<file path="config.mk">
export PLATFORM = sky130hd
export DESIGN_NAME = utf8_to_utf16_transcoder
export DESIGN_NICKNAME = d
export VERILOG_FILES = /design/src/rtl/u8u16_pkg.sv /design/src/rtl/utf8_to_utf16_transcoder.sv /design/src/rtl/u8u16_decode.sv /design/src/rtl/u8u16_outq.sv
export SDC_FILE = /design/constraint.sdc
export NUM_CORES = 1
export LEC_CHECK = 0
export BUFFER_PORTS_ARGS = -buffer_cell sky130_fd_sc_hd__buf_4
export CORE_ASPECT_RATIO = 1.4
export CORE_MARGIN = 3
export CORE_UTILIZATION = 33
export CTS_CLUSTER_SIZE = 12
export DETAILED_ROUTE_END_ITERATION = 8
export GPL_TIMING_DRIVEN = 0
export PLACE_DENSITY = 0.48
export SYNTH_ARGS = -nofsm -noshare
export SYNTH_HDL_FRONTEND = slang
export SYNTH_HIERARCHICAL = 1
export SYNTH_SLANG_ARGS = --single-unit
</file>
<file path="constraint.sdc">
create_clock -name clock -period 7.8 [get_ports clock]
set_input_delay 2.34 -clock clock [delete_from_list [all_inputs] [get_ports clock]]
set_output_delay 2.34 -clock clock [all_outputs]
set_load 0.02 [all_outputs]
</file>
<file path="src/rtl/u8u16_pkg.sv">
// Shared types, constants and helper functions for the UTF-8 to UTF-16 transcoder.
// No dependencies; used by every module in rtl/.
package u8u16_pkg;

   localparam logic [15:0] REPL_UNIT  = 16'hFFFD;
   localparam logic [15:0] SUR_HI     = 16'hD800;
   localparam logic [15:0] SUR_LO     = 16'hDC00;
   localparam logic [20:0] SUPP_BASE  = 21'h010000;
   localparam logic [20:0] MAX_CP     = 21'h10FFFF;

   // sequence lengths; LEN_NONE marks a byte that cannot lead
   localparam logic [2:0] LEN_NONE = 3'd0;
   localparam logic [2:0] LEN_1    = 3'd1;
   localparam logic [2:0] LEN_2    = 3'd2;
   localparam logic [2:0] LEN_3    = 3'd3;
   localparam logic [2:0] LEN_4    = 3'd4;

   typedef struct packed {
      logic [7:0] in_byte;
      logic       end_of_string;
   } req_type;

   typedef struct packed {
      logic [15:0] code_unit;
      logic        last_unit;
      logic        string_done;
   } rsp_type;

   // up to three code units produced by one request, unit[0] goes out first
   typedef struct packed {
      logic [1:0]       count;
      logic             eos;
      logic [2:0][15:0] unit;
   } unit_set_type;

   function automatic logic [2:0] lead_len(input logic [7:0] b);
      logic [2:0] len;
      if (b[7] == 1'b0)             len = LEN_1;
      else if (b[7:5] == 3'b110)    len = LEN_2;
      else if (b[7:4] == 4'b1110)   len = LEN_3;
      else if (b[7:3] == 5'b11110)  len = LEN_4;
      else                          len = LEN_NONE;
      return len;
   endfunction

   // a lone byte at end of string: ASCII passes, anything else is replaced
   function automatic logic [15:0] single_unit(input logic [7:0] b);
      logic [15:0] u;
      u = b[7] ? REPL_UNIT : {8'h00, b};
      return u;
   endfunction

endpackage

</file>
<file path="src/rtl/utf8_to_utf16_transcoder.sv">
// Top level of the UTF-8 to UTF-16 transcoder: request register, decoder and
// result register. Depends on u8u16_pkg, u8u16_decode and u8u16_outq.
//
//   channel  dir  handshake          payload
//   req      in   req_valid/stall    u8u16_pkg::req_type  (in_byte, end_of_string)
//   rsp      out  rsp_valid/stall    u8u16_pkg::rsp_type  (code_unit, last_unit,
//                                                          string_done)
//
// One request per cycle while each request yields at most one unit and rsp_stall
// is low; a request yielding k units (k up to 3) holds the result register until
// its last unit is taken. Each request passes the request register, then the
// result register. Bytes that only extend a sequence yield no unit.
// Synchronous reset clears the pending sequence and both valid flags.
// rsp_stall holds the current unit; req_stall rises only while the request
// register is full and the result register cannot take its units.
module utf8_to_utf16_transcoder (
   input  logic                clock,
   input  logic                reset,
   input  logic                req_valid,
   output logic                req_stall,
   input  u8u16_pkg::req_type  req_data,
   output logic                rsp_valid,
   input  logic                rsp_stall,
   output u8u16_pkg::rsp_type  rsp_data
);

   logic                    in_valid_ff, in_valid_in;
   u8u16_pkg::req_type      in_req_ff;
   logic                    accept;
   logic                    advance;
   logic                    res_free;
   u8u16_pkg::unit_set_type units;

   always_comb begin
      req_stall   = in_valid_ff && !res_free;
      accept      = req_valid && !req_stall;
      advance     = in_valid_ff && res_free;
      in_valid_in = accept ? 1'b1 : (advance ? 1'b0 : in_valid_ff);
   end

   always_ff @(posedge clock) begin
      if (reset) begin
         in_valid_ff <= 1'b0;
      end else begin
         in_valid_ff <= in_valid_in;
      end
   end

   always_ff @(posedge clock) begin
      if (accept) begin
         in_req_ff <= req_data;
      end
   end

   u8u16_decode u_decode (
      .clock   (clock),
      .reset   (reset),
      .step    (advance),
      .in_byte (in_req_ff.in_byte),
      .eos     (in_req_ff.end_of_string),
      .units   (units)
   );

   u8u16_outq u_outq (
      .clock     (clock),
      .reset     (reset),
      .load      (advance),
      .units     (units),
      .free      (res_free),
      .rsp_valid (rsp_valid),
      .rsp_stall (rsp_stall),
      .rsp_data  (rsp_data)
   );

   a_stall_needs_item: assert property (@(posedge clock) disable iff (reset)
      req_stall |-> in_valid_ff)
      else $error("request stalled with empty request register");

endmodule

</file>
<file path="src/rtl/u8u16_decode.sv">
// Sequence buffer and decoder: holds the pending lead/continuation bytes and
// turns each request into a set of UTF-16 units. Depends on u8u16_pkg.
module u8u16_decode (
   input  logic                    clock,
   input  logic                    reset,
   input  logic                    step,
   input  logic [7:0]              in_byte,
   input  logic                    eos,
   output u8u16_pkg::unit_set_type units
);

   logic [7:0]  pend_ff [3];
   logic [1:0]  count_ff, count_in;
   logic [2:0]  len_ff, len_in;
   logic        buffer_byte;

   logic [2:0]  len;
   logic        complete;
   logic [20:0] cp;
   logic [20:0] supp;
   logic [1:0]  full_count;
   logic [15:0] full_u0, full_u1;
   logic [15:0] pair_unit;

   always_comb begin
      len = (count_ff == 2'd0) ? u8u16_pkg::lead_len(in_byte) : len_ff;
      complete = (count_ff == 2'd0) ? (len == u8u16_pkg::LEN_1)
                                    : ({1'b0, count_ff} + 3'd1 == len);

      case (len)
         u8u16_pkg::LEN_2: cp = {10'h0, pend_ff[0][4:0], in_byte[5:0]};
         u8u16_pkg::LEN_3: cp = {5'h0, pend_ff[0][3:0], pend_ff[1][5:0], in_byte[5:0]};
         u8u16_pkg::LEN_4: cp = {pend_ff[0][2:0], pend_ff[1][5:0], pend_ff[2][5:0],
                                 in_byte[5:0]};
         default:          cp = {13'h0, in_byte};
      endcase

      supp = cp - u8u16_pkg::SUPP_BASE;
      if (cp[20:16] == 5'h0) begin
         full_count = 2'd1;
         full_u0    = cp[15:0];
         full_u1    = u8u16_pkg::REPL_UNIT;
      end else if (cp <= u8u16_pkg::MAX_CP) begin
         full_count = 2'd2;
         full_u0    = u8u16_pkg::SUR_HI | {6'h0, supp[19:10]};
         full_u1    = u8u16_pkg::SUR_LO | {6'h0, supp[9:0]};
      end else begin
         full_count = 2'd1;
         full_u0    = u8u16_pkg::REPL_UNIT;
         full_u1    = u8u16_pkg::REPL_UNIT;
      end

      // two-byte sequence starting at the second buffered byte
      pair_unit = {5'h0, pend_ff[1][4:0], in_byte[5:0]};

      units.eos   = eos;
      units.count = 2'd0;
      units.unit  = {3{u8u16_pkg::REPL_UNIT}};
      buffer_byte = 1'b0;

      if (!eos) begin
         if (count_ff == 2'd0 && len == u8u16_pkg::LEN_NONE) begin
            units.count = 2'd1;
         end else if (complete) begin
            units.count   = full_count;
            units.unit[0] = full_u0;
            units.unit[1] = full_u1;
         end else begin
            buffer_byte = 1'b1;
         end
      end else if (complete) begin
         units.count   = full_count;
         units.unit[0] = full_u0;
         units.unit[1] = full_u1;
      end else begin
         // truncated sequence: lead is replaced, the rest is read again as leads
         case (count_ff)
            2'd0: begin
               units.count   = 2'd1;
               units.unit[0] = u8u16_pkg::single_unit(in_byte);
            end
            2'd1: begin
               units.count   = 2'd2;
               units.unit[1] = u8u16_pkg::single_unit(in_byte);
            end
            default: begin
               if (u8u16_pkg::lead_len(pend_ff[1]) == u8u16_pkg::LEN_2) begin
                  units.count   = 2'd2;
                  units.unit[1] = pair_unit;
               end else begin
                  units.count   = 2'd3;
                  units.unit[1] = u8u16_pkg::single_unit(pend_ff[1]);
                  units.unit[2] = u8u16_pkg::single_unit(in_byte);
               end
            end
         endcase
      end

      count_in = count_ff;
      len_in   = len_ff;
      if (step) begin
         if (buffer_byte) begin
            count_in = count_ff + 2'd1;
            len_in   = len;
         end else begin
            count_in = 2'd0;
            len_in   = u8u16_pkg::LEN_NONE;
         end
      end
   end

   always_ff @(posedge clock) begin
      if (reset) begin
         count_ff <= 2'd0;
         len_ff   <= u8u16_pkg::LEN_NONE;
      end else begin
         count_ff <= count_in;
         len_ff   <= len_in;
      end
   end

   always_ff @(posedge clock) begin
      if (step && buffer_byte) begin
         pend_ff[count_ff] <= in_byte;
      end
   end

   // a pending sequence is always shorter than its lead's length
   a_pending_short: assert property (@(posedge clock) disable iff (reset)
      count_ff != 2'd0 |-> ({1'b0, count_ff} < len_ff && len_ff >= u8u16_pkg::LEN_2))
      else $error("pending count reached sequence length");

endmodule

</file>
<file path="src/rtl/u8u16_outq.sv">
// Result register: holds the units of one request and hands them out one per
// cycle under rsp_stall. Depends on u8u16_pkg.
module u8u16_outq (
   input  logic                    clock,
   input  logic                    reset,
   input  logic                    load,
   input  u8u16_pkg::unit_set_type units,
   output logic                    free,
   output logic                    rsp_valid,
   input  logic                    rsp_stall,
   output u8u16_pkg::rsp_type      rsp_data
);

   logic             valid_ff, valid_in;
   logic [1:0]       left_ff, left_in;
   logic             eos_ff, eos_in;
   logic [2:0][15:0] unit_ff, unit_in;
   logic             take;
   logic             last;

   always_comb begin
      take = valid_ff && !rsp_stall;
      last = (left_ff == 2'd1);
      free = !valid_ff || (take && last);

      valid_in = valid_ff;
      left_in  = left_ff;
      eos_in   = eos_ff;
      unit_in  = unit_ff;

      if (take) begin
         if (last) begin
            valid_in = 1'b0;
         end else begin
            left_in = left_ff - 2'd1;
            unit_in = {unit_ff[2], unit_ff[2], unit_ff[1]};
         end
      end
      if (load && units.count != 2'd0) begin
         valid_in = 1'b1;
         left_in  = units.count;
         eos_in   = units.eos;
         unit_in  = units.unit;
      end

      rsp_valid             = valid_ff;
      rsp_data.code_unit    = unit_ff[0];
      rsp_data.last_unit    = last;
      rsp_data.string_done  = last && eos_ff;
   end

   always_ff @(posedge clock) begin
      if (reset) begin
         valid_ff <= 1'b0;
         left_ff  <= 2'd0;
      end else begin
         valid_ff <= valid_in;
         left_ff  <= left_in;
      end
   end

   always_ff @(posedge clock) begin
      eos_ff  <= eos_in;
      unit_ff <= unit_in;
   end

   a_left_nonzero: assert property (@(posedge clock) disable iff (reset)
      valid_ff |-> left_ff != 2'd0)
      else $error("result held with no units left");

   a_more_units: assert property (@(posedge clock) disable iff (reset)
      (valid_ff && !rsp_stall && !last) |=> valid_ff)
      else $error("result dropped before its last unit");

   a_load_when_free: assert property (@(posedge clock) disable iff (reset)
      (load && units.count != 2'd0) |-> free)
      else $error("result overwritten while still held");

endmodule
</file>
==> results.md <==
Run status:
- The run finished with clean final reports.

Synthesis:
- The portion of netlist area occupied by mux cells is 0.004339.
- The share of the Yosys chip area taken by registers is 0.5084.
- The share of flip-flops with an asynchronous set or reset is 0.
- The combinational family with the most area after synthesis is simple AND/OR/NAND/NOR gates.
- The fraction of the mapped netlist area in adder cells is 0.02042.
- During synthesis, Yosys emitted a total of 6 warnings.
- The simple-gate share of the synthesized area is 0.2254.
- The synthesized netlist contains 64 unique library cells.
- Summed over all instances, the cell type with the most area after synthesis is edfxtp_1.
- Of the post-synthesis cell area, the dominant cell type holds 0.4717.
- The count of flip-flops with a built-in enable after synthesis is 77.
- Ranked by instance count, the synthesized netlist is headed by nand2_1, edfxtp_1, buf_4, nor2_1, and2_1.
- Counting every instance in the synthesized netlist gives 510.
- Synthesis produced a netlist with a net count of 531.
- Among all cell types in the netlist, the one instantiated most often is nand2_1.
- The number of synthesized register bits is 86.
- The most used flip-flop cell after synthesis is edfxtp_1.
- The compound-cell area share of the yosys netlist is 0.1506.
- The synthesized-area fraction occupied by xor and xnor cells is 0.001787.
- The combined area of all synthesized cells is 0.004902 sq mm.
- By area the synthesized netlist is led by edfxtp_1, nand2_1, buf_4.
- The mean instance size in the synthesized netlist is 9.612 sq um.

Global routing:
- The initial antenna violation count is 0.
- The global-route wire length before repair is 19.67 mm.
- The maximum number of pins on one net before global-route repair is 34.
- The number of global-route vias before repair is 3676.
- The remaining global-route overflow is 0.
- The aggregate global-route resource usage is 0.1597.

Floorplanning:
- The total core area is 0.01451 sq mm.
- The initial utilization of the core area, before any placement, comes to 0.3379.
- The die height is 150.2 um.
- The number of top-level pins is 33.
- The number of placement rows is 52.
- Measured along the x axis, the die boundary spans 109.0 um.
- The die covers 0.01637 sq mm.

Clocking:
- The number of buffers between clock root and the deepest sink is 2.
- The post-cts repair resize count is 0.
- The CTS tree is done.
- The number of setup buffers added after CTS is 0.
- The clock transition at the registers of the reported paths is 0.06 ns.
- The number of buffers created by CTS is 9.
- The tree is rooted in a clkbuf_16.
- The number of levels in the clock H-tree is 3.
- The clock reaches the later pin of the worst-skew pair after 0.35 ns.
- The clock sink total is 86.
- The cts-stage hold buffer count is 0.

Timing:
- Setup repair after global routing left no endpoint under its margin.
- Between clock sinks in the finished design, the worst skew comes to 0.008075 ns.
- Derived from the worst setup path, the maximum achievable clock frequency is 0.1693 GHz.
- Of the available clock period, the critical path in the final layout requires 0.7571.
- The total of endpoints with negative setup slack in the final report is 0.
- The final sum of negative setup slack is 0 ns.
- The final count of pins violating max slew is 0.
- The clock period could shrink to 5.906 ns.
- The pin slew with the least headroom to its limit is 1.291 ns.
- The worst pin sits at a relative slew slack of 0.1313.
- The final-report hold violation count was 0.

Worst setup path:
- The worst setup path is launched from a flop.
- The slowest stage of the critical path is the or4b_1 cell.
- The critical path in this run is classified as flop to flop.
- The kind of cell with the highest combined delay along the critical path is simple AND/OR/NAND/NOR gates.
- The critical path goes through inv_1 -> ha_1 -> buf_6 -> nor2b_1 -> clkbuf_1 -> nor3_4 -> and2_1 -> buf_4 -> clkbuf_1 -> nand2_1 -> ha_1 -> nand2_1 -> nand4_1 -> or4b_1 -> or4_4 -> and4_4 -> or2_2 -> o21ai_1 -> buf_2 -> nand2_2 -> a221oi_2.
- The worst-path maximum fanout is 33.
- The critical path's largest stage delay is 0.56 ns.
- Together, buffers and inverters on the worst path number 6.
- STA classifies the critical path endpoint as a flop.
- The depth of the worst register-to-register path is 21.
- Across all register-to-register paths, the minimum setup slack is 1.89 ns.
- The end of the worst register-to-register path is u_outq/left_ff[0].
- The critical path required time is 8.05 ns.
- For the worst setup path, the data arrival time is 6.16 ns.
- The worst register-to-register path begins at u_decode/count_ff[0].

Drt:
- The length of the first detailed-routing pass in iterations is 5.
- Dividing the detail-routed wire length by the instance count gives 16.87 um.
- Dividing the detail-routed via count by the number of cells gives 5.147.
- The count of nets left with antenna violations once routing finished came out at 0.
- The number of DRC markers after the initial detailed-route iteration is 266.
- In the routed design, unresolved DRC markers number 0.
- The sum of routed wire length over all layers is 12.62 mm.
- The number of vias in the routed layout is 3850.

Cells and area:
- The area growth from synthesis to layout is 16.49%.
- The number of diodes is 0.
- The net count reported at finish is 575.
- The share of layout cells above drive strength 1 is 0.1825.
- For this run, the share of the core covered by cells in the final layout is 0.3936.

Placed design:
- The HPWL reported at the end of detailed placement is 9.515 mm.
- The number of I/O port buffers is 32.
- Routability-driven placement finished with a final weighted congestion of 0.8926.

Worst hold path:
- The end of the worst hold path is u_outq/rsp_valid.
- The worst hold path begins at u_outq/rsp_valid.
- The worst min-delay path category is flop to flop.
- Counting instances, the worst hold path has a depth of 2.

Power:
- Across the VDD grid, the largest voltage drop is 0.09892 mV.
- The power per unit of standard cell area is 216.5 mW/mm^2.
- Summed over all cells, the static leakage comes to 2.198 nW.

Run:
- The max-cap check violation count is 0.
## power breakdown
part	leakage (nW)	total, mW	switching (mW)	internal (mW)
sequential	0.796	0.564	0.0165	0.548
clock	0.150	0.465	0.184	0.281
combinational	1.25	0.207	0.126	0.0810
## stage by stage
step                      hold slack, ns  power [mW]  std cells  setup WS (ns)  cell area [sq um]
after global routing              0.5341       1.291        748          1.497               5710
after global placement            0.4875      0.7821        731          1.433               5379
after CTS                         0.5102       1.252        748          1.346               5707
final                             0.5063       1.237        748          1.894               5710
after detailed placement          0.5008      0.7840        732          1.378               5385
after floorplan                   0.4701      0.7145        510          2.505               4902
## worst max-delay path by stage
| stage | from | to | slack (ns) | cells after the start |
|---|---|---|---|---|
| floorplan | u_decode/count_ff[0] | u_outq/left_ff[0] | 2.50 | 21 |
| global placement | u_decode/count_ff[0] | u_outq/left_ff[0] | 1.43 | 21 |
| detailed placement | u_decode/count_ff[0] | u_outq/left_ff[0] | 1.38 | 21 |
| CTS | u_decode/count_ff[0] | u_outq/left_ff[0] | 1.35 | 21 |
| global route | u_decode/count_ff[0] | u_outq/left_ff[0] | 1.50 | 21 |
| finish | u_decode/count_ff[0] | u_outq/left_ff[0] | 1.89 | 21 |
## cells in the final DEF (no fill, tap or decap), types with 3 or more instances in the layout
cell type	netlist	layout
nand2_1	129	128
edfxtp_1	77	77
buf_4	30	62
nor2_1	30	30
and2_1	28	28
inv_1	23	23
a21oi_1	22	22
clkbuf_1	14	13
a22oi_1	13	13
o21ai_0	12	12
clkbuf_16	0	9
dfxtp_1	9	9
buf_2	7	8
ha_1	8	8
o221ai_1	6	6
o22ai_1	5	5
nand3_1	5	5
a31oi_1	5	5
nor3_1	5	5
nor2b_1	4	4
nor4_1	4	4
buf_6	3	3
nand2b_1	3	3
a222oi_1	3	3
a32oi_1	3	3
o31a_1	3	3
nor4b_1	3	3
a221oi_1	3	3
## sequential cells by signal, summed over array words and instances (netlist names)
register           cells
u_decode/len_ff        3
u_outq/unit_ff        32
u_outq/rsp_valid       1
in_req_ff              9
u_outq/eos_ff          1
u_outq/left_ff         2
u_outq/rsp_data       16
in_valid_ff            1
u_decode/pend_ff      19
u_decode/count_ff      2
## kinds of logic (layout without fill, tap and decap cells)
logic type / after synthesis / after routing
buf+inv: 78 / 127
mux: 2 / 2
simple gates: 232 / 232
flops: 86 / 86
fa+ha+maj: 8 / 8
compound gates: 103 / 103
xor+xnor: 1 / 1
## routing by layer
metal / part of all wire / GRT usage / vias up / wire length, um
met2: 0.53 / 0.2838 / 93 / 6717
met4: 0.033 / 0.08086 / 0 / 412
met1: 0.41 / 0.1850 / 1846 / 5123
met5: 0 / 0 / - / 0
li1: - / - / 1889 / -
met3: 0.029 / 0.02145 / 22 / 369
## area by class of cell
class / count / area [sq um]
inverters: 23 / 86.33
clock buffers: 9 / 225.2
multi-input cells: 346 / 1977
plain buffers: 55 / 351.6
fillers: 1451 / 8798
well taps: 189 / 236.5
flip-flops and latches: 86 / 2492
repair buffers: 33 / 245.2
clock inverters: 7 / 96.34
## worst reg2reg max path: cells and delay by family, from the launching register on
kind	cells	cell delay (ns)
adder cells (fa/ha/maj)	2	0.47
AO/OA/AOI/OAI	2	0.57
buffers and inverters	6	1.28
AND/OR/NAND/NOR	11	3.07
flip-flops	1	0.45
Power figures use the tool's default switching activity.
